==> src/rtl/scpr_pkg.sv <==
`timescale 1ns / 1ps
// ----------------------------------------------------------------------------
// scpr_pkg
// shared constants and types for the second chance page replacement block
// ----------------------------------------------------------------------------
package scpr_pkg;

  localparam int FRAMES_DEFAULT = 16;
  localparam int PAGE_W         = 31;
  localparam int IDX_W          = 4;
  localparam int CFG_W          = 5;
  localparam int IN_TDATA_W     = 32;
  localparam int OUT_TDATA_W    = 40;
  localparam logic [CFG_W-1:0] FRAMES_IN_USE_RESET = 5'd16;

  typedef enum logic [1:0] {
    ST_IDLE,
    ST_SEARCH,
    ST_SWEEP,
    ST_DONE
  } state_t;

endpackage

==> src/rtl/scpr_ram.sv <==
`timescale 1ns / 1ps
// ----------------------------------------------------------------------------
// scpr_ram
// single port synchronous ram, one access per cycle (a write also reads the old word), registered read
// ----------------------------------------------------------------------------
module scpr_ram #(
  parameter int WIDTH = scpr_pkg::PAGE_W,
  parameter int DEPTH = scpr_pkg::FRAMES_DEFAULT,
  localparam int AW   = (DEPTH > 1) ? $clog2(DEPTH) : 1
) (
  input  logic             clk,
  input  logic             we,
  input  logic [AW-1:0]    addr,
  input  logic [WIDTH-1:0] wdata,
  output logic [WIDTH-1:0] rdata
);

  logic [WIDTH-1:0] mem [DEPTH];

  always_ff @(posedge clk) begin
    if (we) begin
      mem[addr] <= wdata;
    end
    rdata <= mem[addr];
  end

endmodule

==> src/rtl/second_chance_page_replacement_top.sv <==
`timescale 1ns / 1ps
// ----------------------------------------------------------------------------
// second_chance_page_replacement_top
// clock page replacement: page table in ram, valid and reference bits in flops
// ----------------------------------------------------------------------------
// sequence: accept, then search of the n active frames, then (on a fault)
//   a sweep from the clock hand, then output; a hit in frame i ends the search
// throughput: one reference at a time, set by the single ram port that the
//   search walks one frame per cycle, and the sweep at one frame per cycle
// reset: synchronous; valid and reference bits, hand and handshakes clear at
//   once, frames_in_use returns to 16, no clearing pass
// ----------------------------------------------------------------------------
module second_chance_page_replacement_top #(
  parameter int FRAMES = scpr_pkg::FRAMES_DEFAULT
) (
  input  logic                                clk,
  input  logic                                rst,
  // cfg_data: frames_in_use[4:0]
  input  logic                                cfg_valid,
  output logic                                cfg_ready,
  input  logic [scpr_pkg::CFG_W-1:0]          cfg_data,
  // s_tdata: page_number[30:0], zero[31]
  input  logic                                s_tvalid,
  output logic                                s_tready,
  input  logic [scpr_pkg::IN_TDATA_W-1:0]     s_tdata,
  // m_tdata: page_echo[30:0], frame_index[34:31], zero[39:35]
  output logic                                m_tvalid,
  input  logic                                m_tready,
  output logic [scpr_pkg::OUT_TDATA_W-1:0]    m_tdata,
  // m_tuser: fault[0]
  output logic                                m_tuser
);

  localparam int HW = (FRAMES > 1) ? $clog2(FRAMES) : 1;
  localparam int NW = $clog2(FRAMES + 1);
  localparam int PW = scpr_pkg::PAGE_W;
  localparam int IW = scpr_pkg::IDX_W;

  scpr_pkg::state_t state, state_next;

  logic [scpr_pkg::CFG_W-1:0] frames_in_use;
  logic [NW-1:0]              n;
  logic [PW-1:0]              page;
  logic [NW-1:0]              rd_idx;
  logic [HW-1:0]              cmp_idx;
  logic                       cmp_pend;
  logic [HW-1:0]              hand;
  logic [HW-1:0]              hand_next;
  logic [FRAMES-1:0]          frame_valid;
  logic [FRAMES-1:0]          reference_bit;
  logic                       res_fault;
  logic [HW-1:0]              res_idx;
  logic [PW-1:0]              page_echo;
  logic [IW-1:0]              frame_index;
  logic                       fault;

  logic                       ram_we;
  logic [HW-1:0]              ram_addr;
  logic [PW-1:0]              ram_rdata;

  logic                       accept;
  logic                       hit;
  logic                       issue;
  logic                       go_sweep;
  logic                       place;
  logic                       push;

  // active frame count
  always_comb begin
    priority if (frames_in_use == '0) begin
      n = NW'(1);
    end else if (32'(frames_in_use) > 32'(FRAMES)) begin
      n = NW'(FRAMES);
    end else begin
      n = NW'(frames_in_use);
    end
  end

  assign hand_next = ((NW'(hand) + NW'(1)) >= n) ? '0 : HW'(NW'(hand) + NW'(1));

  assign cfg_ready = 1'b1;
  assign s_tready  = (state == scpr_pkg::ST_IDLE);
  assign accept    = s_tvalid && s_tready;

  always_comb begin
    state_next = state;
    hit        = 1'b0;
    issue      = 1'b0;
    go_sweep   = 1'b0;
    place      = 1'b0;
    push       = 1'b0;
    ram_we     = 1'b0;
    ram_addr   = rd_idx[HW-1:0];
    unique case (state)
      scpr_pkg::ST_IDLE: begin
        if (accept) begin
          state_next = scpr_pkg::ST_SEARCH;
        end
      end
      scpr_pkg::ST_SEARCH: begin
        if (cmp_pend && frame_valid[cmp_idx] && (ram_rdata == page)) begin
          hit        = 1'b1;
          state_next = scpr_pkg::ST_DONE;
        end else if (rd_idx < n) begin
          issue = 1'b1;
        end else begin
          go_sweep   = 1'b1;
          state_next = scpr_pkg::ST_SWEEP;
        end
      end
      scpr_pkg::ST_SWEEP: begin
        ram_addr = hand;
        if (!frame_valid[hand] || !reference_bit[hand]) begin
          place      = 1'b1;
          ram_we     = 1'b1;
          state_next = scpr_pkg::ST_DONE;
        end
      end
      scpr_pkg::ST_DONE: begin
        if (!m_tvalid || m_tready) begin
          push       = 1'b1;
          state_next = scpr_pkg::ST_IDLE;
        end
      end
      default: state_next = scpr_pkg::ST_IDLE;
    endcase
  end

  always_ff @(posedge clk) begin
    if (rst) begin
      state <= scpr_pkg::ST_IDLE;
    end else begin
      state <= state_next;
    end
  end

  // control state
  always_ff @(posedge clk) begin
    if (rst) begin
      frames_in_use <= scpr_pkg::FRAMES_IN_USE_RESET;
      frame_valid   <= '0;
      reference_bit <= '0;
      hand          <= '0;
      cmp_pend      <= 1'b0;
      rd_idx        <= '0;
      m_tvalid      <= 1'b0;
    end else begin
      if (cfg_valid && cfg_ready) begin
        frames_in_use <= cfg_data;
      end
      if (accept) begin
        rd_idx   <= '0;
        cmp_pend <= 1'b0;
      end
      if (issue) begin
        rd_idx   <= rd_idx + NW'(1);
        cmp_pend <= 1'b1;
      end
      if (hit) begin
        reference_bit[cmp_idx] <= 1'b1;
      end
      if (go_sweep && (NW'(hand) >= n)) begin
        hand <= '0;
      end
      if (state == scpr_pkg::ST_SWEEP) begin
        hand <= hand_next;
        if (place) begin
          frame_valid[hand]   <= 1'b1;
          reference_bit[hand] <= 1'b1;
        end else begin
          reference_bit[hand] <= 1'b0;
        end
      end
      if (push) begin
        m_tvalid <= 1'b1;
      end else if (m_tready) begin
        m_tvalid <= 1'b0;
      end
    end
  end

  // payload
  always_ff @(posedge clk) begin
    if (accept) begin
      page <= s_tdata[PW-1:0];
    end
    if (issue) begin
      cmp_idx <= rd_idx[HW-1:0];
    end
    if (hit) begin
      res_fault <= 1'b0;
      res_idx   <= cmp_idx;
    end
    if (place) begin
      res_fault <= 1'b1;
      res_idx   <= hand;
    end
    if (push) begin
      fault       <= res_fault;
      page_echo   <= page;
      frame_index <= IW'(res_idx);
    end
  end

  assign m_tdata = {(scpr_pkg::OUT_TDATA_W - PW - IW)'(0), frame_index, page_echo};
  assign m_tuser = fault;

  scpr_ram #(
    .WIDTH (PW),
    .DEPTH (FRAMES)
  ) u_page_ram (
    .clk   (clk),
    .we    (ram_we),
    .addr  (ram_addr),
    .wdata (page),
    .rdata (ram_rdata)
  );

  a_sweep_hand_in_range: assert property (@(posedge clk) disable iff (rst)
    (state == scpr_pkg::ST_SWEEP) |-> (NW'(hand) < n))
    else $error("clock hand outside active frames during sweep");

  a_placed_frame_marked: assert property (@(posedge clk) disable iff (rst)
    ram_we |=> (frame_valid[$past(ram_addr)] && reference_bit[$past(ram_addr)]))
    else $error("placed frame not marked valid and referenced");

  a_search_bound: assert property (@(posedge clk) disable iff (rst)
    (state == scpr_pkg::ST_SEARCH) |-> (rd_idx <= n))
    else $error("search index ran past active frames");

  a_hit_sets_ref: assert property (@(posedge clk) disable iff (rst)
    hit |=> reference_bit[$past(cmp_idx)])
    else $error("hit did not set reference bit");

  a_accept_starts_search: assert property (@(posedge clk) disable iff (rst)
    accept |=> (state == scpr_pkg::ST_SEARCH) && (rd_idx == '0) && !cmp_pend)
    else $error("accepted word did not start a fresh search");

endmodule

==> config.mk <==
export PLATFORM = sky130hd
export DESIGN_NAME = second_chance_page_replacement_top
export DESIGN_NICKNAME = d
export VERILOG_FILES = /design/src/rtl/scpr_pkg.sv /design/src/rtl/scpr_ram.sv /design/src/rtl/second_chance_page_replacement_top.sv
export SDC_FILE = /design/constraint.sdc
export NUM_CORES = 1
export LEC_CHECK = 0
export ABC_AREA = 1
export BUFFER_PORTS_ARGS = -buffer_cell sky130_fd_sc_hd__buf_2
export CAP_MARGIN = 20
export CORE_MARGIN = 2
export CORE_UTILIZATION = 60
export DETAILED_ROUTE_END_ITERATION = 16
export GPL_ROUTABILITY_DRIVEN = 0
export GPL_TIMING_DRIVEN = 0
export PLACE_DENSITY = 0.77
export SYNTH_ARGS = -nofsm -noshare
export SYNTH_HDL_FRONTEND = slang
export SYNTH_SLANG_ARGS = --single-unit
export TNS_END_PERCENT = 30
==> constraint.sdc <==
create_clock -name clk -period 7.55 [get_ports clk]
set_input_delay 1.51 -clock clk [delete_from_list [all_inputs] [get_ports clk]]
set_output_delay 1.51 -clock clk [all_outputs]
set_load 0.01 [all_outputs]
==> metrics.md <==
| Metric | Value |
|---|---|
| Status | completed |
| Type of the most critical hold path | flop to flop |
| Relative max-transition margin | 0.390 |
| Critical-path cell list | inv_1 -> ha_1 -> inv_2 -> nand2_1 -> o21ai_2 -> inv_2 -> nor2_4 -> buf_2 -> buf_2 -> nand2_2 -> nor2_4 -> buf_16 |
| Area of the multi-input gates | 0.00597 sq mm |
| Final setup violating endpoints | 0 |
| Die outline width | 211 microns |
| Die area | 0.0444 sq mm |
| Max-cap violation count | 0 |
| Dpl ws | 3790 ps |
| Total number of vias | 16800 |
| R2R depth | 12 |
| Residual DRC count | 0 |
| Power per Cell Area | 335 mW/mm^2 |
| Unrepaired setup endpoints after global routing | no |
| Area fraction of the dominant cell type after synthesis | 0.668 |
| Total power | 9.82 mW |
| Effective utilization at floorplan | 0.610 |
| Min Clock Period, post-route | 3800 ps |
| Clock latency reported for the late side of the worst-skew pair | 640 ps |
| Via count of the first global-routing pass | 16700 |
| Synthesis Warnings | 0 |
| Lkg Pwr | 10.6 nW |
| CTS root buf | sky130_fd_sc_hd__clkbuf_16 |
| Data required, critical path | 7890 ps |
| Register Area | 0.0188 sq mm |
| Cells resized by post-CTS repair | 0 |
| Cell types with the largest area share after synthesis | sky130_fd_sc_hd__edfxtp_1 67%, sky130_fd_sc_hd__nand2_1 7.6%, sky130_fd_sc_hd__a22oi_1 7.0% |
| Cell taking the most area after synthesis | sky130_fd_sc_hd__edfxtp_1 |
| Fraction of synthesis flops using an asynchronous set or reset pin | 0 |
| Worst-margin pin slew | 915 ps |
| Cell family with most CP delay | simple AND/OR/NAND/NOR gates |
| Antenna viol nets, final | 0 |
| CP peak stage delay | 710 ps |
| Primary FF master, synth | sky130_fd_sc_hd__edfxtp_1 |
| CTS clk-pin slew, worst paths | 60 ps |
| First-pass GRT wire length | 96200 microns |
| FMAX | 0.263 GHz |
| Most common cell after layout, fill and taps aside | sky130_fd_sc_hd__edfxtp_1 |
| Top-Level Pins | 86 |
| Critical register-to-register path startpoint | state[0] |
| Netlist Area Pre-Place | 0.0257 sq mm |
| DR pass1 iterations | 6 |
| Chip Height | 211 microns |
| Total of hold buffers inserted after clock tree synthesis | 0 |
| Critical path startpoint | state[0] |
| Average vias per placed instance | 6.10 |
| Mean instance size in the synthesized netlist | 12.8 sq um |
| Final antenna diode count | 0 |
| Global router's overall resource usage | 0.293 |
| Clock tree sinks | 653 |
| Area growth, synth to finish | 14.2% |
| Skew final | 26.5 ps |
| Critical Path AT | 4140 ps |
| Final critical-path share of the clock period | 0.503 |
| Levels on crit path | 12 |
| Proportion of synthesized chip area in sequential cells | 0.732 |
| TritonCTS clock tree | done |
| Kind of launch point of the worst setup path | flop |
| Buffer and inverter count on the worst path | 6 |
| Final global-route overflow total | 0 |
| Most used cells in the layout excluding fill and tap cells | 571 x sky130_fd_sc_hd__edfxtp_1, 521 x sky130_fd_sc_hd__nand2_1, 238 x sky130_fd_sc_hd__a22oi_1, 129 x sky130_fd_sc_hd__inv_1, 120 x sky130_fd_sc_hd__nor2_1 |
| Quantity of I/O buffers inserted on ports | 77 |
| Final sum of negative setup slack | 0 ps |
| Core box area | 0.0420 sq mm |
| DP Wirelength | 41000 microns |
| Largest net degree at the start of global routing | 24 |
| Crit. End Element | flop |
| Critical path class | flop to flop |
| Final Max Slew Viols | 0 |
| Number of register bits inferred by synthesis | 653 |
| Count of final hold-check violations | 0 |
| Maximum ir drop on the vdd rail | 0.000238 V |
| Postcts setup bufs | 0 |
| Wire length per cell after detailed routing | 23.3 microns |
| Count of distinct cell types in the synthesized netlist | 34 |
| Fraction of final layout cells with drive strength greater than 1 | 0.139 |
| Mapped Cells | 2009 |
| Maximum clock path buffer count | 3 |
| Maximum fanout count along the critical path | 21 |
| Final-stage net count | 2235 |
| Number of enable flip-flop cells after synthesis | 571 |
| Launch point of the worst hold path | res_idx[2] |
| Minimum setup slack in the final design | 3750 ps |
| Slowest stage cell, crit path | sky130_fd_sc_hd__nor2_4 |
| Total length of routed wires | 64200 microns |
| Number of buffers inserted during clock tree synthesis | 61 |
| Number of DRC markers in iteration 0 | 2039 |
| Cell depth of the worst hold path | 0 |
| Clock H-tree levels | 2 |
| Number of fillers in the final layout | 2818 |
| Number of placement rows | 75 |
| Initial antenna violation count | 0 |
==> registers in the layout, indices dropped and copies added, names as in the netlist, 2 cells and up <==
register / count
reference_bit: 16
hand: 4
u_page_ram.mem: 496
cmp_idx: 4
state: 2
res_idx: 4
u_page_ram.rdata: 31
frame_valid: 16
page_echo: 31
page: 31
frame_index: 4
rd_idx: 5
frames_in_use: 5
==> path summary, 6_finish.rpt <==
path / endpoint / slack [ps]
hold reg to reg: frame_index[2] / 430
setup / recovery: u_page_ram.mem[3][18] / 3750
setup reg to reg: u_page_ram.mem[3][18] / 3750
hold / removal: frame_index[2] / 430
==> synth_stat cells (8+ instances only) <==
master and count:
sky130_fd_sc_hd__dfxtp_1 82, sky130_fd_sc_hd__clkbuf_1 22, sky130_fd_sc_hd__edfxtp_1 571, sky130_fd_sc_hd__o21ai_0 22
sky130_fd_sc_hd__ha_1 22, sky130_fd_sc_hd__nand4_1 57, sky130_fd_sc_hd__nor2_1 136, sky130_fd_sc_hd__nand3_1 27
sky130_fd_sc_hd__a22oi_1 238, sky130_fd_sc_hd__a21oi_1 44, sky130_fd_sc_hd__buf_4 15, sky130_fd_sc_hd__buf_6 10
sky130_fd_sc_hd__buf_2 40, sky130_fd_sc_hd__a22oi_2 10, sky130_fd_sc_hd__inv_2 9, sky130_fd_sc_hd__nand2_1 521
sky130_fd_sc_hd__inv_1 130, sky130_fd_sc_hd__nor3_1 8, sky130_fd_sc_hd__nand2_2 8
==> layer usage <==
layer,GRT usage,vias up,routed length [microns]
met5,0,-,0
met4,0.133,0,2570
met3,0.0645,185,6760
met2,0.477,959,30700
met1,0.383,8151,24200
li1,-,7548,-
==> per-stage QoR <==
| stage | instance area (sq um) | instances | hold WS [ps] | util |
|---|---|---|---|---|
| after global placement | 26700 | 2629 | 403 | 0.636 |
| after floorplan | 25700 | 2013 | 400 | - |
| after global routing | 29300 | 2762 | 429 | 0.697 |
| after detailed placement | 27300 | 2647 | 409 | 0.649 |
| after CTS | 29300 | 2762 | 427 | 0.697 |
| final | 29300 | 2762 | 427 | 0.697 |
==> kinds of logic (layout without fill, tap and decap cells) <==
group | Yosys count | after routing | synth area share
other cells | 2 | 6 | 0.000293
flops | 653 | 653 | 0.732
simple gates | 765 | 765 | 0.121
buf+inv | 231 | 441 | 0.0409
compound gates | 330 | 330 | 0.0924
xor+xnor | 6 | 6 | 0.00205
fa+ha+maj | 22 | 22 | 0.0107
==> cell type report <==
class	count	area share
Tap cell	539	0.0230
Multi-Input combinational cell	1129	0.204
Clock inverter	36	0.0119
Inverter	139	0.0178
Buffer	92	0.0180
Clock buffer	79	0.0558
Sequential cell	653	0.642
Timing Repair Buffer	95	0.0283
==> power breakdown <==
part | total, mW | internal (mW) | switching, mW
logic | 2.09 | 0.672 | 1.42
clock network | 3.04 | 1.71 | 1.34
registers | 4.68 | 4.37 | 0.308
==> worst register-to-register path: stages (launching register included) <==
cell                      delay [ps]
sky130_fd_sc_hd__dfxtp_1         380
sky130_fd_sc_hd__inv_1            80
sky130_fd_sc_hd__ha_1            260
sky130_fd_sc_hd__inv_2           160
sky130_fd_sc_hd__nand2_1          80
sky130_fd_sc_hd__o21ai_2          90
sky130_fd_sc_hd__inv_2            80
sky130_fd_sc_hd__nor2_4          430
sky130_fd_sc_hd__buf_2           380
sky130_fd_sc_hd__buf_2           360
sky130_fd_sc_hd__nand2_2         220
sky130_fd_sc_hd__nor2_4          710
sky130_fd_sc_hd__buf_16          240
Note: power is estimated with default switching activity, not from simulation.
